[config.mk]
export PLATFORM = sky130hd
export DESIGN_NAME = streaming_top_k_sum_unit_flat
export DESIGN_NICKNAME = d
export VERILOG_FILES = /design/src/rtl/core/stks_pkg.sv /design/src/rtl/core/stks_in_if.sv /design/src/rtl/core/stks_out_if.sv /design/src/rtl/core/stks_cfg_if.sv /design/src/rtl/core/stks_cell.sv /design/src/rtl/core/streaming_top_k_sum_unit.sv /design/src/flat_wrapper.sv
export SDC_FILE = /design/constraint.sdc
export NUM_CORES = 2
export LEC_CHECK = 0
export ABC_AREA = 1
export BUFFER_PORTS_ARGS = -buffer_cell sky130_fd_sc_hd__buf_2
export CAP_MARGIN = 10
export CORE_MARGIN = 2
export CORE_UTILIZATION = 60
export CTS_BUF_LIST = sky130_fd_sc_hd__clkbuf_8 sky130_fd_sc_hd__clkbuf_16
export DETAILED_ROUTE_END_ITERATION = 8
export PLACE_DENSITY = 0.76
export RECOVER_POWER = 25
export SETUP_SLACK_MARGIN = 0.15
export SLEW_MARGIN = 20
export SYNTH_ARGS = -nofsm -noshare
export SYNTH_HDL_FRONTEND = slang
export SYNTH_SLANG_ARGS = --single-unit
[constraint.sdc]
create_clock -name clk -period 13.2 [get_ports clk]
set_clock_uncertainty 0.1 [all_clocks]
set_input_delay 0.66 -clock clk [delete_from_list [all_inputs] [get_ports clk]]
set_output_delay 0.66 -clock clk [all_outputs]
set_load 0.02 [all_outputs]
[src/rtl/core/stks_pkg.sv]
// ----------------------------------------------------------------------------
// stks_pkg: shared types and constants of the streaming top-k sum unit
// Holds the fixed field widths, the keep register reset value and the
// broadcast control word that steers every cell of the sorted chain.
// ----------------------------------------------------------------------------
package stks_pkg;

  localparam int SUM_W  = 22;
  localparam int KEEP_W = 7;

  localparam logic [KEEP_W-1:0] KEEP_RESET = 7'd1;

  // Operation broadcast to all cells for one transaction
  typedef enum logic [1:0] {
    OP_HOLD    = 2'd0,
    OP_INSERT  = 2'd1,
    OP_REPLACE = 2'd2
  } cell_op_t;

  typedef struct packed {
    cell_op_t op;
    logic     clear;
  } cell_ctl_t;

endpackage

[src/rtl/core/stks_in_if.sv]
// ----------------------------------------------------------------------------
// stks_in_if: sample channel
// Valid/ready channel carrying one stream element and its framing marks.
// ----------------------------------------------------------------------------
interface stks_in_if #(
  parameter int VALUE_BITS = 16
);
  logic                  valid;
  logic                  ready;
  logic [VALUE_BITS-1:0] sample_value;
  logic                  first_item;
  logic                  last_item;

  modport source (output valid, output sample_value, output first_item,
                  output last_item, input ready);
  modport sink   (input valid, input sample_value, input first_item,
                  input last_item, output ready);
endinterface

[src/rtl/core/stks_out_if.sv]
// ----------------------------------------------------------------------------
// stks_out_if: result channel
// Valid/ready channel carrying the running top-k sum and the final mark.
// ----------------------------------------------------------------------------
interface stks_out_if;
  logic                       valid;
  logic                       ready;
  logic [stks_pkg::SUM_W-1:0] top_sum;
  logic                       final_res;

  modport source (output valid, output top_sum, output final_res, input ready);
  modport sink   (input valid, input top_sum, input final_res, output ready);
endinterface

[src/rtl/core/stks_cfg_if.sv]
// ----------------------------------------------------------------------------
// stks_cfg_if: configuration write channel
// Valid/ready channel carrying the keep count register value.
// ----------------------------------------------------------------------------
interface stks_cfg_if;
  logic                        valid;
  logic                        ready;
  logic [stks_pkg::KEEP_W-1:0] keep_count;

  modport source (output valid, output keep_count, input ready);
  modport sink   (input valid, input keep_count, output ready);
endinterface

[src/rtl/core/stks_cell.sv]
// ----------------------------------------------------------------------------
// stks_cell: one slot of the sorted keep chain
// Holds one kept value and its valid bit. Compares against the broadcast
// sample and takes its own, its neighbor's or the new value.
// ----------------------------------------------------------------------------
module stks_cell #(
  parameter int W = 16
) (
  input  logic                clk,
  input  logic                rst_n,
  input  stks_pkg::cell_ctl_t ctl_i,
  input  logic [W-1:0]        val_i,
  input  logic [W-1:0]        left_value_i,
  input  logic                left_ge_i,
  input  logic                left_valid_i,
  input  logic [W-1:0]        right_value_i,
  input  logic                right_lt_i,
  output logic [W-1:0]        value_o,
  output logic                valid_o,
  output logic                ge_o,
  output logic                lt_o
);

  logic [W-1:0] value_r, value_nxt;
  logic         valid_r, valid_nxt;
  logic         valid_eff;

  assign valid_eff = valid_r & ~ctl_i.clear;
  assign ge_o      = ~valid_eff | (value_r > val_i);
  assign lt_o      = valid_eff & (value_r < val_i);
  assign value_o   = value_r;
  assign valid_o   = valid_eff;

  always_comb begin
    value_nxt = value_r;
    valid_nxt = valid_eff;
    case (ctl_i.op)
      stks_pkg::OP_INSERT: begin
        // shift larger values up one slot, drop the sample into the gap
        if (ge_o) begin
          value_nxt = left_ge_i ? left_value_i : val_i;
        end
        valid_nxt = valid_eff | left_valid_i;
      end
      stks_pkg::OP_REPLACE: begin
        // evict the minimum: smaller values move down, sample fills the gap
        if (right_lt_i) begin
          value_nxt = right_value_i;
        end else if (lt_o) begin
          value_nxt = val_i;
        end
      end
      default: begin
        value_nxt = value_r;
      end
    endcase
  end

  always_ff @(posedge clk) begin
    if (!rst_n) begin
      valid_r <= 1'b0;
    end else begin
      valid_r <= valid_nxt;
    end
  end

  always_ff @(posedge clk) begin
    value_r <= value_nxt;
  end

endmodule

[src/rtl/core/streaming_top_k_sum_unit.sv]
// ----------------------------------------------------------------------------
// streaming_top_k_sum_unit: running sum of the k largest stream values
// Keeps the keep_count largest samples since the last restart in a sorted
// chain of cells and reports their sum for every sample.
// ----------------------------------------------------------------------------
// The unit takes one sample transaction per clock cycle and returns one
// result transaction for each, in the cycle after acceptance, through an
// output register; in_chan.ready is high whenever that register is empty or
// being drained. The kept values live in a chain of MAX_KEEP cells sorted
// ascending, so the smallest kept value is always in the first cell; each
// sample is broadcast to every cell, which either inserts it at its sorted
// place (while fewer than keep_count values are kept) or evicts the minimum
// and slides it in, all in the same cycle. A sample with first_item set
// restarts the stream before it is taken. keep_count above MAX_KEEP acts as
// MAX_KEEP; lowering it mid-stream keeps what is already held. No clearing
// pass is needed after reset: reset clears the cell valid bits at once.
// Write cfg_chan only while no result is outstanding.
// ----------------------------------------------------------------------------
module streaming_top_k_sum_unit #(
  parameter int MAX_KEEP   = 64,
  parameter int VALUE_BITS = 16
) (
  input  logic        clk,
  input  logic        rst_n,
  stks_in_if.sink     in_chan,
  stks_out_if.source  out_chan,
  stks_cfg_if.sink    cfg_chan
);

  localparam int CNT_W = $clog2(MAX_KEEP + 1);
  localparam int CMP_W = (CNT_W > stks_pkg::KEEP_W) ? CNT_W : stks_pkg::KEEP_W;
  localparam int ADD_W = (stks_pkg::SUM_W > VALUE_BITS) ? stks_pkg::SUM_W : VALUE_BITS;

  // Configuration register, always writable
  logic [stks_pkg::KEEP_W-1:0] keep_count_r;

  // Stream state
  logic [CNT_W-1:0]           count_r, count_nxt, count_eff;
  logic [stks_pkg::SUM_W-1:0] sum_r, sum_nxt, sum_base;

  // Output register
  logic                       out_valid_r;
  logic [stks_pkg::SUM_W-1:0] out_sum_r;
  logic                       out_final_r;

  logic                accept;
  logic [CMP_W-1:0]    limit;
  logic                do_insert, do_replace;
  logic [VALUE_BITS-1:0] delta;
  stks_pkg::cell_ctl_t ctl;

  // Chain wiring
  logic [VALUE_BITS-1:0] cell_value [MAX_KEEP];
  logic                  cell_valid [MAX_KEEP];
  logic                  cell_ge    [MAX_KEEP];
  logic                  cell_lt    [MAX_KEEP];

  assign cfg_chan.ready = 1'b1;

  always_ff @(posedge clk) begin
    if (!rst_n) begin
      keep_count_r <= stks_pkg::KEEP_RESET;
    end else if (cfg_chan.valid) begin
      keep_count_r <= cfg_chan.keep_count;
    end
  end

  // Take a new sample whenever the output register is free or draining
  assign in_chan.ready = ~out_valid_r | out_chan.ready;
  assign accept        = in_chan.valid & in_chan.ready;

  // Saturate the keep limit at the chain length
  always_comb begin
    if (CMP_W'(keep_count_r) > CMP_W'(MAX_KEEP)) begin
      limit = CMP_W'(MAX_KEEP);
    end else begin
      limit = CMP_W'(keep_count_r);
    end
  end

  assign count_eff = (in_chan.first_item) ? '0 : count_r;
  assign sum_base  = (in_chan.first_item) ? '0 : sum_r;

  // Insert while below the limit; otherwise replace the minimum if beaten.
  // cell_valid[0] already reflects a restart, so it tells if anything is kept.
  assign do_insert  = accept & (CMP_W'(count_eff) < limit);
  assign do_replace = accept & ~do_insert & cell_valid[0]
                    & (in_chan.sample_value > cell_value[0]);

  always_comb begin
    ctl.clear = accept & in_chan.first_item;
    if (do_insert) begin
      ctl.op = stks_pkg::OP_INSERT;
    end else if (do_replace) begin
      ctl.op = stks_pkg::OP_REPLACE;
    end else begin
      ctl.op = stks_pkg::OP_HOLD;
    end
  end

  // Sum moves by the sample on insert, by sample minus minimum on replace
  assign delta = do_insert ? in_chan.sample_value
                           : (in_chan.sample_value - cell_value[0]);

  always_comb begin
    count_nxt = count_r;
    sum_nxt   = sum_r;
    if (accept) begin
      count_nxt = do_insert ? (count_eff + CNT_W'(1)) : count_eff;
      if (do_insert || do_replace) begin
        sum_nxt = stks_pkg::SUM_W'(ADD_W'(sum_base) + ADD_W'(delta));
      end else begin
        sum_nxt = sum_base;
      end
    end
  end

  always_ff @(posedge clk) begin
    if (!rst_n) begin
      count_r     <= '0;
      sum_r       <= '0;
      out_valid_r <= 1'b0;
    end else begin
      count_r <= count_nxt;
      sum_r   <= sum_nxt;
      if (accept) begin
        out_valid_r <= 1'b1;
      end else if (out_chan.ready) begin
        out_valid_r <= 1'b0;
      end
    end
  end

  // Hold the result payload until the next accepted sample
  always_ff @(posedge clk) begin
    if (accept) begin
      out_sum_r   <= sum_nxt;
      out_final_r <= in_chan.last_item;
    end
  end

  assign out_chan.valid     = out_valid_r;
  assign out_chan.top_sum   = out_sum_r;
  assign out_chan.final_res = out_final_r;

  // Sorted chain: cell 0 holds the minimum
  for (genvar i = 0; i < MAX_KEEP; i++) begin : g_cell
    logic [VALUE_BITS-1:0] left_value, right_value;
    logic                  left_ge, left_valid, right_lt;

    if (i == 0) begin : g_head
      assign left_value = '0;
      assign left_ge    = 1'b0;
      assign left_valid = 1'b1;
    end else begin : g_mid
      assign left_value = cell_value[i-1];
      assign left_ge    = cell_ge[i-1];
      assign left_valid = cell_valid[i-1];
    end

    if (i == MAX_KEEP - 1) begin : g_tail
      assign right_value = '0;
      assign right_lt    = 1'b0;
    end else begin : g_body
      assign right_value = cell_value[i+1];
      assign right_lt    = cell_lt[i+1];
    end

    stks_cell #(
      .W (VALUE_BITS)
    ) u_cell (
      .clk           (clk),
      .rst_n         (rst_n),
      .ctl_i         (ctl),
      .val_i         (in_chan.sample_value),
      .left_value_i  (left_value),
      .left_ge_i     (left_ge),
      .left_valid_i  (left_valid),
      .right_value_i (right_value),
      .right_lt_i    (right_lt),
      .value_o       (cell_value[i]),
      .valid_o       (cell_valid[i]),
      .ge_o          (cell_ge[i]),
      .lt_o          (cell_lt[i])
    );
  end

  // Kept count never exceeds the chain length
  a_count_bound: assert property (@(posedge clk) disable iff (!rst_n)
    CMP_W'(count_r) <= CMP_W'(MAX_KEEP))
    else $error("kept count beyond chain length");

  // State moves only on an accepted sample
  a_sum_idle: assert property (@(posedge clk) disable iff (!rst_n)
    !accept |=> $stable(sum_r) && $stable(count_r))
    else $error("stream state changed without a transaction");

  // Every accepted sample leaves a result pending
  a_result: assert property (@(posedge clk) disable iff (!rst_n)
    accept |=> out_valid_r)
    else $error("accepted sample produced no result");

  // Insert and replace are never issued together
  a_op_excl: assert property (@(posedge clk) disable iff (!rst_n)
    !(do_insert && do_replace))
    else $error("insert and replace both active");

endmodule

[src/flat_wrapper.sv]
// flat-port wrapper written by rule: the top's interface ports become plain ports
module streaming_top_k_sum_unit_flat 
#(
  parameter int MAX_KEEP   = 64,
  parameter int VALUE_BITS = 16
)
  (clk, rst_n, in_chan_valid, in_chan_sample_value, in_chan_first_item, in_chan_last_item, in_chan_ready, out_chan_valid, out_chan_top_sum, out_chan_final_res, out_chan_ready, cfg_chan_valid, cfg_chan_keep_count, cfg_chan_ready);
  stks_in_if #(.VALUE_BITS(VALUE_BITS)) in_chan_i ();
  stks_out_if out_chan_i ();
  stks_cfg_if cfg_chan_i ();
  input  logic clk;
  input  logic rst_n;
  input wire logic [$bits(in_chan_i.valid)-1:0] in_chan_valid;
  input wire logic [$bits(in_chan_i.sample_value)-1:0] in_chan_sample_value;
  input wire logic [$bits(in_chan_i.first_item)-1:0] in_chan_first_item;
  input wire logic [$bits(in_chan_i.last_item)-1:0] in_chan_last_item;
  output wire logic [$bits(in_chan_i.ready)-1:0] in_chan_ready;
  output wire logic [$bits(out_chan_i.valid)-1:0] out_chan_valid;
  output wire logic [$bits(out_chan_i.top_sum)-1:0] out_chan_top_sum;
  output wire logic [$bits(out_chan_i.final_res)-1:0] out_chan_final_res;
  input wire logic [$bits(out_chan_i.ready)-1:0] out_chan_ready;
  input wire logic [$bits(cfg_chan_i.valid)-1:0] cfg_chan_valid;
  input wire logic [$bits(cfg_chan_i.keep_count)-1:0] cfg_chan_keep_count;
  output wire logic [$bits(cfg_chan_i.ready)-1:0] cfg_chan_ready;
  assign in_chan_i.valid = in_chan_valid;
  assign in_chan_i.sample_value = in_chan_sample_value;
  assign in_chan_i.first_item = in_chan_first_item;
  assign in_chan_i.last_item = in_chan_last_item;
  assign in_chan_ready = in_chan_i.ready;
  assign out_chan_valid = out_chan_i.valid;
  assign out_chan_top_sum = out_chan_i.top_sum;
  assign out_chan_final_res = out_chan_i.final_res;
  assign out_chan_i.ready = out_chan_ready;
  assign cfg_chan_i.valid = cfg_chan_valid;
  assign cfg_chan_i.keep_count = cfg_chan_keep_count;
  assign cfg_chan_ready = cfg_chan_i.ready;
  streaming_top_k_sum_unit #(.MAX_KEEP(MAX_KEEP), .VALUE_BITS(VALUE_BITS)) u_core (.clk(clk), .rst_n(rst_n), .in_chan(in_chan_i), .out_chan(out_chan_i), .cfg_chan(cfg_chan_i));
endmodule
==> impl_results.md <==
- Port Buffers: 54
- Pin slew with the least headroom to its limit: 4.56 ns
- Hold WS: ~0.085 ns
- Routed wire per std cell: 23.1 um
- Mapped Nets: about 13000
- Outcome: complete, but fails checks
- Clock latency on the worst-skew pair: around 0.8 ns
- Largest net degree at the start of global routing: approximately 250
- Req. time, crit path: ~13 ns
- Number of flops mapped to enable cells by yosys: 1047
- Global route overflow: 0
- FP Rows: between 100 and 150
- I/O Pins: 56
- NetSw: 3.55 mW
- Mux cell area share after synthesis: 0
- Period utilisation layout: 0.687
- Main synth FF type: edfxtp_1
- Largest cells by area after synthesis: edfxtp_1 (34%), ha_1 (14%), o21ai_0 (12%)
- Initial antenna violation count: 3
- Largest family of logic cells by synthesized area: compound AO/OA/AOI/OAI gates
- Post-CTS Setup Bufs: 0
- Initial DRC Count: 12200
- Global placer's final weighted congestion: a little under 1
- GRT Util Overall: 0.395
- Most common library cells after synthesis: nand2_1 (2310), o21ai_0 (2252), nor2_1 (1214), a21oi_1 (1050)
- Power Total: between 10 and 15 mW
- FMAX: 110 MHz
- Failing checks: capacitance limit, slew limit
- TNS Setup: 0 ns
- Switch share: 0.325
- Hold_buf cts: 8
- Clk slew on worst S/H paths: roughly 0.06 ns
- Routed via count: roughly 90000
- Sequential element share of the synthesized area: 0.365
- Fraction of registers with async set/reset: 0
- Die X: ~400 um
- Area growth from synthesis to layout: 5.75%
- Fin crit period: slightly above 9 ns
- # resized after CTS: 0
- Avg Inst Size Synth: 7.57 sq um
- Starting Density: 0.604
- Endpoint class of the critical path: flip-flop
- H-tree depth: 4
- RSZ-0062 raised after global routing: no
- Final nets: between 10000 and 15000
- Synth Area in Adders: 0.143
- Footprint of the multi-input gates: 0.0516 sq mm
- First-pass GRT wire length: ~500000 um
- Clk Tree Root Cell: clkbuf_16
- CTS tree: built
- Post-synthesis compound-gate area fraction: 0.212
- XOR/XNOR Fraction of Synth Area: 0.00239
- Worst EP arrival: about 9.3 ns
- Top-count cell post-synth: nand2_1
- Leakage: between 40 and 50 nW
- Finished Cell Area: 0.0970 sq mm
- Area after DPL: ~0.093 sq mm
- Startpoint Class: flip-flop
- Fin cells: 13800
- WS Path Type: flip-flop to flip-flop
- Post-synthesis simple-gate area fraction: 0.203
- Antenna-violating nets left: 0
- Slew margin rel.: -2.04
- Hold Vio Cnt, Final: 0
- Vias per Instance: 6.49
- HP Class: input port to flip-flop
- Power share of the clock group: 0.350
- Cell Pwr Density: 113 mW/mm^2
- Internal power: 7.38 mW
- Finish-stage setup viols: 0
- Die area: about 0.16 sq mm
- Max-slew violations: approximately 470
- Clock buffer depth: 3
- Clock sinks: around 1100
- Synthesized instance count: ~12000
- First-pass DRT Iterations: 9
- Core area: 0.152 sq mm
- Register Area: ~0.033 sq mm
- Leading area contributor after synthesis: edfxtp_1
- Vias in the first global route: between 80000 and 90000
- Die height: 395 um
- Combinational share of power: 0.204
- Area share of the largest cell type after synthesis: 0.343
- Yosys reg bits: between 1000 and 1500
- Layout fillers: between 10000 and 15000
- Ratio of cells with drive above 1 in the final layout: 0.0416
- Power share of the sequential group: 0.446
- Drc violations: 0
- IR drop worst, VDD: 0.139 mV
- TritonCTS Buffers: around 140
- Post-Syn Area: 0.0917 sq mm
- Worst-path fanout max: 66
- Max Cap Viol: 13
- HPWL Detailed: approximately 210000 um
- Wirelength, routed: 319000 um
- Placed Instances: approximately 14000
- Count of cell types in the netlist: 48
- YS warnings: 0
cells by family after synthesis:
group                    after synthesis
AO/OA/AOI/OAI                       3736
XOR/XNOR                              25
adder cells (fa/ha/maj)             1049
buffers and inverters               1669
flip-flops                          1148
other                                  1
AND/OR/NAND/NOR                     4487
cells in the final DEF, fill, tap and decap left out, types with 9 or more instances in the layout:
cell type,instances
buf_2,12
o21bai_1,22
nand2_2,27
a21oi_1,1050
or2_2,14
o21ai_0,2283
xor2_1,12
clkinv_1,56
dfxtp_1,101
nor2_1,1204
o21ai_2,11
nand3_1,421
xnor2_1,13
inv_6,21
edfxtp_1,1047
nor3_1,95
a21boi_0,13
clkbuf_1,45
inv_1,824
a31oi_1,32
clkinv_2,30
o21ai_1,113
o211ai_1,111
nor2_2,11
buf_12,13
nand4_1,384
clkbuf_16,143
o21a_1,48
clkbuf_8,9
ha_1,1047
a211oi_1,33
nand2_1,2310
buf_4,139
per-stage QoR:
| stage | util | setup WS (ns) |
|---|---|---|
| floorplan | - | 7.06 |
| global placement | 0.609 | 6.55 |
| detailed placement | 0.609 | 6.35 |
| CTS | 0.639 | 7.17 |
| global route | 0.639 | 3.56 |
| finish | 0.639 | 4.13 |
worst max-delay path, stage by stage (launching register included):
cell and delay, ns:
dfxtp_1 0.35, a21oi_4 0.15, clkbuf_1 1.45, nand2_1 1.28, nand2_1 0.31, inv_1 0.15
nand2_2 0.31, nor2_1 0.09, nand2_1 1.44, clkbuf_1 2.03, o21ai_2 0.84
power by group through the flow:
stage               combinational [mW]  sequential, mW  clock, mW
global placement                  2.05            4.91          0
floorplan                         1.47            4.74          0
detailed placement                2.15            4.91          0
global route                      2.48            4.88       3.97
CTS                               2.17            4.84       3.83
finish                            2.23            4.87       3.83
routing by layer:
metal  up-vias  track usage  routed length (um)
met5         -            0                  13
met4         2        0.238               21500
met3      1186       0.0696               36600
met2      5770        0.612              140000
met1     41200        0.516              121000
li1      41500            -                   -
state kept, by name (all words and copies together) (netlist names):
signal                        count
u_core.count_r                    7
u_core.g_cell.u_cell.valid_r     64
u_core.g_cell.u_cell.value_o   1024
u_core.keep_count_r               7
u_core.out_chan.final_res         1
u_core.out_chan.top_sum          22
u_core.out_chan.valid             1
u_core.sum_r                     22
final cells by class:
cell class                      count  area share
Antenna cell                        2   0.0000516
Tap cell                         2030      0.0262
Inverter                          852      0.0339
Clock inverter                    109     0.00782
Multi-Input combinational cell   9298       0.532
Timing Repair Buffer              219      0.0170
Clock buffer                      152      0.0382
Sequential cell                  1148       0.345
final timing paths:
| path | startpoint | end | slack (ns) | cells after the start |
|---|---|---|---|---|
| hold / removal | in_chan_valid | u_core.out_chan.valid$_SDFFE_PN0P_ | 0.09 | 3 |
| setup reg to reg | u_core.out_chan.valid$_SDFFE_PN0P_ | u_core.g_cell[63].u_cell.value_o[3]$_DFFE_PP_ | 4.13 | 10 |
| hold reg to reg | u_core.g_cell[0].u_cell.valid_r$_SDFF_PN0_ | u_core.g_cell[0].u_cell.valid_r$_SDFF_PN0_ | 0.38 | 2 |
| setup / recovery | u_core.out_chan.valid$_SDFFE_PN0P_ | u_core.g_cell[63].u_cell.value_o[3]$_DFFE_PP_ | 4.13 | 10 |
Note: power is estimated with default switching activity, not from simulation.
